<file path="config.mk">
export PLATFORM = sky130hd
export DESIGN_NAME = q2a_div
export DESIGN_NICKNAME = d
export VERILOG_FILES = /design/src/design/quaternion_to_axis_angle_macros.svh /design/src/design/q2a_div.sv
export SDC_FILE = /design/constraint.sdc
export NUM_CORES = 2
export LEC_CHECK = 0
export BUFFER_PORTS_ARGS = -buffer_cell sky130_fd_sc_hd__buf_2
export CORE_ASPECT_RATIO = 1.2
export CORE_MARGIN = 4
export CORE_UTILIZATION = 50
export DETAILED_ROUTE_END_ITERATION = 12
export GPL_ROUTABILITY_DRIVEN = 0
export PLACE_DENSITY = 0.69
export SLEW_MARGIN = 10
export SYNTH_ARGS = -nofsm -noshare
export SYNTH_HDL_FRONTEND = slang
export SYNTH_SLANG_ARGS = --single-unit
</file>
<file path="constraint.sdc">
create_clock -name clk -period 7.45 [get_ports clk]
set_input_delay 1.49 -clock clk [delete_from_list [all_inputs] [get_ports clk]]
set_output_delay 1.49 -clock clk [all_outputs]
set_load 0.02 [all_outputs]
</file>
<file path="src/design/quaternion_to_axis_angle_macros.svh">
// Assertion macros for the quaternion to axis-angle converter.
// Used by the top level; no other dependencies.
`ifndef QUATERNION_TO_AXIS_ANGLE_MACROS_SVH
`define QUATERNION_TO_AXIS_ANGLE_MACROS_SVH
`ifndef SYNTH
`define Q2A_ASSERT_IMPL(lbl, ante, cons) \
  lbl: assert property (@(posedge clk) disable iff (!rst_n) (ante) |-> (cons)) \
    else $error("q2a check failed");
`define Q2A_ASSERT_NEXT(lbl, ante, cons) \
  lbl: assert property (@(posedge clk) disable iff (!rst_n) (ante) |=> (cons)) \
    else $error("q2a check failed");
`else
`define Q2A_ASSERT_IMPL(lbl, ante, cons)
`define Q2A_ASSERT_NEXT(lbl, ante, cons)
`endif
`endif

</file>
<file path="src/design/q2a_div.sv">
// Pipelined restoring divider: q = (mag*2^15 + m) / (2m), one quotient bit per stage.
// No dependencies.
module q2a_div #(
  parameter int PW = 1
) (
  input  logic          clk,
  input  logic          rst_n,
  input  logic          en,
  input  logic          in_vld,
  input  logic [15:0]   in_mag,
  input  logic [16:0]   in_m,
  input  logic [PW-1:0] in_pay,
  output logic          out_vld,
  output logic [31:0]   out_q,
  output logic [PW-1:0] out_pay
);
  localparam int NW = 32;
  localparam int DW = 18;
  logic [NW:0]           vld_r;
  logic [NW:0][NW-1:0]   num_r;
  logic [NW:0][DW:0]     rem_r;
  logic [NW:0][DW-1:0]   den_r;
  logic [NW:0][PW-1:0]   pay_r;

  always_comb begin
    vld_r[0] = in_vld;
    num_r[0] = (NW'(in_mag) << 15) + NW'(in_m);
    rem_r[0] = '0;
    den_r[0] = {in_m, 1'b0};
    pay_r[0] = in_pay;
  end

  for (genvar g = 0; g < NW; g++) begin : g_st
    logic [DW:0] sh;
    assign sh = {rem_r[g][DW-1:0], num_r[g][NW-1]};
    always_ff @(posedge clk) begin
      if (!rst_n) begin
        vld_r[g+1] <= 1'b0;
      end else if (en) begin
        vld_r[g+1] <= vld_r[g];
      end
    end
    always_ff @(posedge clk) begin
      if (en) begin
        pay_r[g+1] <= pay_r[g];
        den_r[g+1] <= den_r[g];
        if (sh >= {1'b0, den_r[g]}) begin
          rem_r[g+1] <= sh - {1'b0, den_r[g]};
          num_r[g+1] <= {num_r[g][NW-2:0], 1'b1};
        end else begin
          rem_r[g+1] <= sh;
          num_r[g+1] <= {num_r[g][NW-2:0], 1'b0};
        end
      end
    end
  end

  assign out_vld = vld_r[NW];
  assign out_q   = num_r[NW];
  assign out_pay = pay_r[NW];
endmodule

</file>
==> results.cfg <==
[power]
p_leak_nw = 37.4
vdd_drop_max_v = 0.000310
powerDensity_nw_per_um2 = 410

[sta]
slew_violations = 0
clock_skew_ns = 0.0436
max_freq_mhz = 255
setup_tns_ns = 0
rsz0062_at_grt = false
tightest_slew_ns = 1.11
fin_crit_ns = 3.92
max_slew_margin = 0.260
setup_viol = 0
finalHoldViolCount = 0
period_share = 0.527

[placement]
hpwlAfterDp_um = 115000
io_buffers = 71
dpl_cell_area_um2 = 89200

[drt]
drt-pass1-iter-count = 5
avgViaCountPerCell = 5.50
wl_per_cell_um = 18.1
drt_iter0_drc = 3329
vias = 49400
ant_nets = 0
wl_um = 163000
drc = 0

[die]
die_h_um = 463
core_area_um2 = 171000
die_area_um2 = 179000
start_util = 0.505
io_pins = 72
die_w_um = 387
num_rows = 166

[worst_hold_path]
worstHoldPathCells = 0
holdCritPathClass = flip-flop to flip-flop
min-delay-start = num_r[228]$_DFFE_PP_
holdPathEnd = num_r[261]$_DFFE_PP_

[synth]
yosysTopAreaCell = edfxtp_1
synthDistinctLibCells = 105
syn_avg_cell_area_um2 = 13.5
synth_common_cells = edfxtp_1, inv_1, ha_1
async_flop_share = 0
synth_area_leaders = edfxtp_1, ha_1, mux2_2
synth_ff_type = edfxtp_1
yosysSeqAreaShare = 0.622
postSynthCellCount = 6393
synth_seq_cells = 1799
yosysMostFrequentCell = edfxtp_1
synth_enable_flop_cells = 1767
yosysTopAreaCellShare = 0.615
synth_area_um2 = 86300
ys_warn_count = 0

[clock_network]
tritoncts = done
clkSinkCount = 1799
cts_made_buffers = 183
path_clk_slew_ns = 0.06
cts-htree-levels = 4
holdBufCountCts = 0
cts-resized-gates = 0
clock_path_buffers = 3
cts_setup_buffers = 0
root_buffer = clkbuf_16
clkLatencyLatePin_ns = 0.82

[setup_path]
r2r_end = g_st[17].sh[12]$_DFFE_PP_
crit_path_end_kind = flip-flop
slowest_delay_ns = 0.90
crit_family = compound AO/OA/AOI/OAI gates
arrival_ns = 4.54
cp_data_required_time_ns = 8.06
path_class = flip-flop to flip-flop
cp-start-kind = flip-flop
crit_chain = ha_1, fa_1, nor2b_1, o21ai_1, and4b_1, nor3_1, o31ai_1, a31oi_2, inv_2, o41ai_1
r2r_start = num_r[528]$_DFFE_PP_
r2r_setup_slack_ns = 3.53
reg2reg_depth = 10
crit_slowest_cell = a31oi_2
worstPathMaxFanout = 21
path_buf_inv = 1

[finish]
nNetsFinal = 7164
syn_to_final_growth_pct = 10.3
drive_gt1_frac = 0.112
multiInputGateArea_um2 = 29500
ff_latch_area_um2 = 53700
fillers = 13700
stdcell_area_um2 = 95300

[outcome]
outcome = finished, final reports clean

[job]
max-cap-violations = 0

[global_route]
grt_usage = 0.178
grt_pass1_wl_um = 260000
grt_pass1_vias = 49800
grt_overflow = 0
antenna_found_initial = 1
grt_max_degree = 188
==> per-layer routing <==
layer  vias up  global-route usage  part of all wire
met5         -                   0                 0
met4         0              0.0646             0.034
met3       350              0.0282             0.039
met2       989               0.319              0.51
met1     24000               0.216              0.42
li1      24100                   -                 -
==> cell type report <==
cell class                      instances  share of cell area
Tap cell                             2268              0.0298
Multi-Input combinational cell       3812               0.309
Timing Repair Buffer                   96             0.00717
Antenna cell                            1           0.0000263
Clock inverter                        111              0.0126
Clock buffer                          220              0.0506
Inverter                              674              0.0266
Sequential cell                      1799               0.564
==> registers in the layout, indices dropped and copies added (netlist names) <==
| name | count |
|---|---|
| out_pay | 1 |
| g_st.sh | 574 |
| vld_r | 31 |
| pay_r | 31 |
| out_vld | 1 |
| num_r | 961 |
| out_q | 32 |
| den_r | 168 |
==> metrics by stage <==
step	cells	util	hold slack [ns]	total power, mW	worst slack [ns]
floorplan	6400	-	0.400	26.6	4.31
global placement	8649	0.521	0.400	29.5	3.70
detailed placement	8649	0.521	0.405	29.9	3.64
CTS	8980	0.556	0.394	39.3	3.64
global route	8980	0.557	0.402	41.6	3.38
finish	8981	0.557	0.392	39.1	3.53
==> worst max-delay path by stage <==
stage / start / slack (ns) / to / cells past startpoint
6_report: num_r[528]$_DFFE_PP_ / 3.53 / g_st[17].sh[12]$_DFFE_PP_ / 10
5_1_grt: num_r[528]$_DFFE_PP_ / 3.38 / g_st[17].sh[12]$_DFFE_PP_ / 10
4_1_cts: num_r[528]$_DFFE_PP_ / 3.64 / g_st[17].sh[12]$_DFFE_PP_ / 10
3_5_place_dp: num_r[528]$_DFFE_PP_ / 3.64 / g_st[17].sh[12]$_DFFE_PP_ / 10
3_3_place_gp: num_r[528]$_DFFE_PP_ / 3.70 / g_st[17].sh[12]$_DFFE_PP_ / 10
2_1_floorplan: num_r[627]$_DFFE_PP_ / 4.31 / g_st[20].sh[17]$_DFFE_PP_ / 11
==> placed cells by master (no fill, tap or decap), drive strengths merged, types with 22 or more instances in the layout <==
| cell | n |
|---|---|
| nor2b | 109 |
| or3 | 31 |
| buf | 96 |
| o21a | 62 |
| clkinv | 77 |
| nor3 | 101 |
| o21ai | 313 |
| a21oi | 358 |
| a21o | 171 |
| o31a | 30 |
| edfxtp | 1767 |
| xor2 | 152 |
| and3 | 35 |
| nand3 | 99 |
| nand2b | 67 |
| a31oi | 27 |
| inv | 681 |
| mux2 | 297 |
| clkbuf | 220 |
| o41ai | 22 |
| a211oi | 49 |
| nand4 | 70 |
| o211ai | 36 |
| dfxtp | 32 |
| nand2 | 294 |
| fa | 31 |
| or2 | 26 |
| xnor2 | 228 |
| mux2i | 88 |
| o21bai | 28 |
| nor2 | 261 |
| o31ai | 48 |
| ha | 529 |
==> report_power, final <==
part           leakage [nW]  switching (mW)  internal (mW)
sequential             17.5            1.23           14.1
combinational          17.0            7.69           6.86
clock                  2.93            3.85           5.29
==> cell families after synthesis <==
logic type               after synthesis  synth area share
AO/OA/AOI/OAI                       1305             0.100
XOR/XNOR                             380            0.0385
adder cells (fa/ha/maj)              560            0.0838
buffers and inverters                789            0.0377
flip-flops                          1799             0.622
multiplexers                         385            0.0502
other                                  1         0.0000434
AND/OR/NAND/NOR                     1174            0.0675
No activity file was read; power rests on OpenSTA's default activity.
