<file path="src/design/quaternion_to_axis_angle_macros.svh">
// Assertion macros for the quaternion to axis-angle converter.
// Used by the top level; no other dependencies.
`ifndef QUATERNION_TO_AXIS_ANGLE_MACROS_SVH
`define QUATERNION_TO_AXIS_ANGLE_MACROS_SVH
`ifndef SYNTH
`define Q2A_ASSERT_IMPL(lbl, ante, cons) \
  lbl: assert property (@(posedge clk) disable iff (!rst_n) (ante) |-> (cons)) \
    else $error("q2a check failed");
`define Q2A_ASSERT_NEXT(lbl, ante, cons) \
  lbl: assert property (@(posedge clk) disable iff (!rst_n) (ante) |=> (cons)) \
    else $error("q2a check failed");
`else
`define Q2A_ASSERT_IMPL(lbl, ante, cons)
`define Q2A_ASSERT_NEXT(lbl, ante, cons)
`endif
`endif

</file>
<file path="src/design/q2a_pkg.sv">
// Package for the quaternion to axis-angle converter: types, constants, tables.
// No dependencies.
package q2a_pkg;
  localparam int COMP_WIDTH_DEF = 16;
  localparam int QW = 16;
  localparam int AW = 15;
  localparam int THR_W = 10;
  localparam logic [THR_W-1:0] THR_RESET = 10'd2;
  localparam logic [AW-1:0] ANGLE_MAX = 15'd25736;

  typedef struct packed {
    logic signed [QW-1:0] quat_x;
    logic signed [QW-1:0] quat_y;
    logic signed [QW-1:0] quat_z;
    logic signed [QW-1:0] quat_w;
  } quat_t;

  typedef struct packed {
    logic signed [QW-1:0] axis_x;
    logic signed [QW-1:0] axis_y;
    logic signed [QW-1:0] axis_z;
    logic [AW-1:0]        rot_angle;
    logic                 degenerate;
  } axang_t;

  function automatic logic [19:0] atan_tab(input int i);
    case (i)
      0: atan_tab = 20'd823550;
      1: atan_tab = 20'd486170;
      2: atan_tab = 20'd256879;
      3: atan_tab = 20'd130396;
      4: atan_tab = 20'd65451;
      5: atan_tab = 20'd32757;
      6: atan_tab = 20'd16383;
      7: atan_tab = 20'd8192;
      8: atan_tab = 20'd4096;
      9: atan_tab = 20'd2048;
      10: atan_tab = 20'd1024;
      11: atan_tab = 20'd512;
      12: atan_tab = 20'd256;
      13: atan_tab = 20'd128;
      14: atan_tab = 20'd64;
      15: atan_tab = 20'd32;
      16: atan_tab = 20'd16;
      17: atan_tab = 20'd8;
      18: atan_tab = 20'd4;
      19: atan_tab = 20'd2;
      20: atan_tab = 20'd1;
      default: atan_tab = 20'd0;
    endcase
  endfunction
endpackage

</file>
<file path="src/design/q2a_cordic.sv">
// Pipelined CORDIC vectoring stages giving atan2(y, x) in 2^-20 rad.
// Depends on q2a_pkg for the arctangent table.
module q2a_cordic #(
  parameter int COMP_WIDTH = q2a_pkg::COMP_WIDTH_DEF,
  parameter int PW = 1
) (
  input  logic          clk,
  input  logic          rst_n,
  input  logic          en,
  input  logic          in_vld,
  input  logic [16:0]   in_y,
  input  logic [15:0]   in_x,
  input  logic [PW-1:0] in_pay,
  output logic          out_vld,
  output logic signed [23:0] out_z,
  output logic [PW-1:0] out_pay
);
  localparam int N  = (COMP_WIDTH > 32) ? 32 : COMP_WIDTH;
  localparam int XW = 33;
  logic [N:0]                    vld_r;
  logic signed [N:0][XW-1:0]     x_r;
  logic signed [N:0][XW-1:0]     y_r;
  logic signed [N:0][23:0]       z_r;
  logic [N:0][PW-1:0]            pay_r;

  always_comb begin
    vld_r[0] = in_vld;
    x_r[0]   = XW'({in_x, 12'd0});
    y_r[0]   = XW'({in_y, 12'd0});
    z_r[0]   = '0;
    pay_r[0] = in_pay;
  end

  for (genvar g = 0; g < N; g++) begin : g_st
    logic signed [XW-1:0] dx, dy, xs, ys;
    logic signed [23:0] at;
    assign xs = x_r[g];
    assign ys = y_r[g];
    assign dx = ys >>> g;
    assign dy = xs >>> g;
    assign at = 24'(q2a_pkg::atan_tab(g));
    always_ff @(posedge clk) begin
      if (!rst_n) begin
        vld_r[g+1] <= 1'b0;
      end else if (en) begin
        vld_r[g+1] <= vld_r[g];
      end
    end
    always_ff @(posedge clk) begin
      if (en) begin
        pay_r[g+1] <= pay_r[g];
        if (ys > 0) begin
          x_r[g+1] <= xs + dx;
          y_r[g+1] <= ys - dy;
          z_r[g+1] <= $signed(z_r[g]) + at;
        end else begin
          x_r[g+1] <= xs - dx;
          y_r[g+1] <= ys + dy;
          z_r[g+1] <= $signed(z_r[g]) - at;
        end
      end
    end
  end

  assign out_vld = vld_r[N];
  assign out_z   = z_r[N];
  assign out_pay = pay_r[N];
endmodule

</file>
<file path="config.mk">
export PLATFORM = sky130hd
export DESIGN_NAME = q2a_cordic
export DESIGN_NICKNAME = d
export VERILOG_FILES = /design/src/design/quaternion_to_axis_angle_macros.svh /design/src/design/q2a_pkg.sv /design/src/design/q2a_cordic.sv
export SDC_FILE = /design/constraint.sdc
export NUM_CORES = 2
export LEC_CHECK = 0
export BUFFER_PORTS_ARGS = -buffer_cell sky130_fd_sc_hd__buf_2
export CAP_MARGIN = 5
export CORE_UTILIZATION = 30
export CTS_CLUSTER_DIAMETER = 30
export DETAILED_ROUTE_END_ITERATION = 16
export HOLD_SLACK_MARGIN = 0.1
export PLACE_DENSITY = 0.52
export SKIP_LAST_GASP = 1
export SLEW_MARGIN = 30
export SYNTH_ARGS = -nofsm -noshare
export SYNTH_HDL_FRONTEND = slang
export SYNTH_SLANG_ARGS = --single-unit
</file>
<file path="constraint.sdc">
create_clock -name clk -period 7 [get_ports clk]
set_input_delay 1.05 -clock clk [delete_from_list [all_inputs] [get_ports clk]]
set_output_delay 1.05 -clock clk [all_outputs]
set_load 0.01 [all_outputs]
</file>
==> metrics.md <==
| Metric | Value |
|---|---|
| Tightest Pin Transition | `1.02 ns` |
| Worst EP required | `7.66 ns` |
| Critical Path Fanout Max | `20` |
| Vias in the first global route | `76,800` |
| Status | `complete, no violations` |
| GPL Wtd Cong | `0.947` |
| Hold_buf cts | `0` |
| Max cap viols | `0` |
| Slew headroom | `0.318` |
| CTS buffer count | `313` |
| GRT Total Usage | `0.167` |
| Sequential-to-total area share from yosys stat | `0.372` |
| Initial antenna violation count | `4` |
| Hold Path Depth | `1` |
| Core area | `328,000 um^2` |
| R2R Path End | `g_st[13].xs[32]` |
| Non-filler instance count after layout | `15,200` |
| Synth Cell Area | `98,900 um^2` |
| RSZ-0062 raised after global routing | `yes` |
| Initial Util | `0.302` |
| Fmax | `0.149 GHz` |
| Crit. End Element | `register` |
| Class of the worst hold path | `in2reg` |
| DRC violations left | `0` |
| H-tree depth | `5` |
| Area delta synth->final | `17.7%` |
| First-pass GRT wire length | `440 mm` |
| Synth warn | `0` |
| CTS sink cnt | `1,232` |
| Largest net degree at the start of global routing | `169` |
| Final Hold Fails | `0` |
| Ant diodes | `0` |
| HPWL Detailed | `229 mm` |
| Min-delay src | `in_pay` |
| Metal3 WL | `13.3 mm` |
| CP startpoint kind | `register` |
| Avg WL per Cell | `18.9 um` |
| Ys async rst share | `0` |
| #FFs+latches synth | `1,232` |
| Worst R2R Path Depth | `22` |
| Post-synth cell types | `91` |
| Drt pass-1 iters | `9` |
| Final ANT Viol Nets | `0` |
| R2R Path Start | `g_st[12].ys[15]` |
| DRT met1 WL | `127 mm` |
| # rows | `210` |
| Layout cells sized above 1 | `0.0772` |
| Synth Instances | `10,200` |
| Ports | `64` |
| Post-synth EDFFs | `1,216` |
| Placed Instances | `14,600` |
| CTS tree | `yes` |
| Total die area | `332,000 um^2` |
| WHS Endpoint | `pay_r[1]` |
| Clk Latency, worst-skew pair | `0.91 ns` |
| Total grt overflow | `0` |
| Met2 Wirelength | `134 mm` |
| WL final | `287 mm` |
| FF-to-FF setup slack | `0.31 ns` |
| Synth Area per Inst | `9.66 um^2` |
| Final core utilization | `0.355` |
| Die Wd | `576 um` |
| Highest routed layer | `met4` |
| Mapped Nets | `11,400` |
| CTS root buf | `clkbuf_16` |
| Final Cycle Share | `0.956` |
| Critical path class | `reg2reg` |
| 1st-iter DRT viols | `5,255` |
| Layout Skew | `0.0839 ns` |
| Crit path DAT | `7.35 ns` |
| Top_reg_cell synth | `edfxtp_1` |
| Min Hold Slack | `0.390 ns` |
| CTS clock-pin slew for the worst setup and hold paths | `0.05 ns` |
| Number of port buffers | `62` |
| Setup violations, final | `0` |
| Fin. max-slew vios | `0` |
| Period minus WS final | `6.69 ns` |
| Die Span Y | `576 um` |
| Vias | `78,300` |
| Layout net count | `11,800` |
| CTS max path bufs | `4` |
| Final TNS setup | `0 ns` |
| Vias per cell | `5.15` |
## cell usage in the layout, fill, tap and decap left out, types with 64 or more instances in the layout
master and count:
a21boi_0 76, a21o_1 393, a21oi_1 874, a31oi_1 93
and3_1 88, buf_4 128, clkbuf_16 315, edfxtp_1 1216
ha_1 1097, inv_1 515, nand2_1 646, nand2b_1 150
nand3_1 145, nor2_1 838, nor2b_1 178, nor3_1 265
nor4_1 79, o21a_1 113, o21ai_0 643, o21bai_1 119
o31ai_1 160, o41ai_1 64, or3_1 89, xnor2_1 1046
xor2_1 426
## state kept, by name (all words and copies together) (netlist names)
name and count:
g_st.xs 405, g_st.ys 449, out_pay 1, out_vld 1, out_z 23, pay_r 15, vld_r 15, z_r 323
## metal layers
metal,vias up,track usage
met5,-,0
met4,0,0.0746
met3,556,0.0236
met2,1891,0.281
met1,37300,0.212
li1,38500,-
## how the worst max path moves through the flow
stage | start | to | slack (ns)
floorplan | g_st[6].ys[6] | g_st[7].ys[32] | 0.67
detailed placement | g_st[8].ys[15] | g_st[9].ys[31] | 0.19
finish | g_st[12].ys[15] | g_st[13].xs[32] | 0.31
CTS | g_st[8].ys[15] | g_st[9].ys[31] | 0.12
global route | g_st[8].ys[15] | g_st[9].ys[31] | -0.04
global placement | g_st[8].ys[15] | g_st[9].ys[31] | 0.18
## logic make-up (layout without fill, tap and decap cells)
family | count (synthesis) | count (layout) | share of synthesized area
fa+ha+maj | 1135 | 1135 | 0.146
compound gates | 2875 | 2875 | 0.182
xor+xnor | 1473 | 1473 | 0.131
simple gates | 2795 | 2795 | 0.137
flops | 1232 | 1232 | 0.372
other cells | 1 | 1 | 0.0000379
buf+inv | 684 | 1298 | 0.0269
mux | 41 | 41 | 0.00429
## cell usage after synthesis (76+ instances only)
cell type	n	area [um^2]
and3_1	88	551
nor2_1	845	3170
o21a_1	113	848
a21oi_1	877	4390
o21bai_1	119	893
nor3_1	266	1330
a21o_1	393	2950
nor2b_1	180	1130
edfxtp_1	1216	36500
or3_1	89	557
inv_1	516	1940
a31oi_1	95	594
xor2_1	426	3730
a21boi_0	76	571
o31ai_1	162	1220
nor4_1	82	513
xnor2_1	1046	9160
nand3_1	145	726
nand2b_1	150	938
nand2_1	646	2420
o21ai_0	649	3250
ha_1	1097	13700
clkbuf_1	118	443
## what timing repair did
action                                  in CTS  in global routing
setup buffers                                0                  2
endpoints found under the setup margin       0                 44
gates resized for setup                      0                 23
endpoints found under the hold margin        0                  0
## worst max-delay path, stage by stage, from the launching register on
cell and delay [ns]:
edfxtp_1 0.49, or4_1 0.62, or4_1 0.48, nor4_2 0.38, and2_1 0.21, nand2_1 0.07, nor2_1 0.23, nor2_2 0.22
buf_4 0.32, o31ai_1 0.11, xor2_1 0.53, ha_1 0.40, a21o_1 0.20, a21oi_1 0.20, nand2_1 0.09, a2111oi_0 0.53
buf_4 0.22, o311a_1 0.18, o21bai_1 0.14, a211oi_1 0.37, o21ai_0 0.17, a21oi_1 0.19, xnor2_1 0.09
## metrics by stage
| stage | area [um^2] | setup WS (ns) |
|---|---|---|
| 2_1_floorplan | 98900 | 0.667 |
| 3_3_place_gp | 105000 | 0.181 |
| 3_5_place_dp | 105000 | 0.188 |
| 4_1_cts | 116000 | 0.125 |
| 5_1_grt | 116000 | -0.0386 |
| 6_report | 116000 | 0.311 |
## final cells by class
cell class	count	area, um^2
clock buffer	338	7970
clock inverter	238	3190
fill	32800	211000
inverter	525	1970
multi-input combinational	8320	59600
sequential	1232	36800
tap	4346	5440
timing repair buffer	197	1430
Power is left out: the tool's default activity adds up to more than one toggle a clock period on the data nets, which glitch-free logic cannot reach.
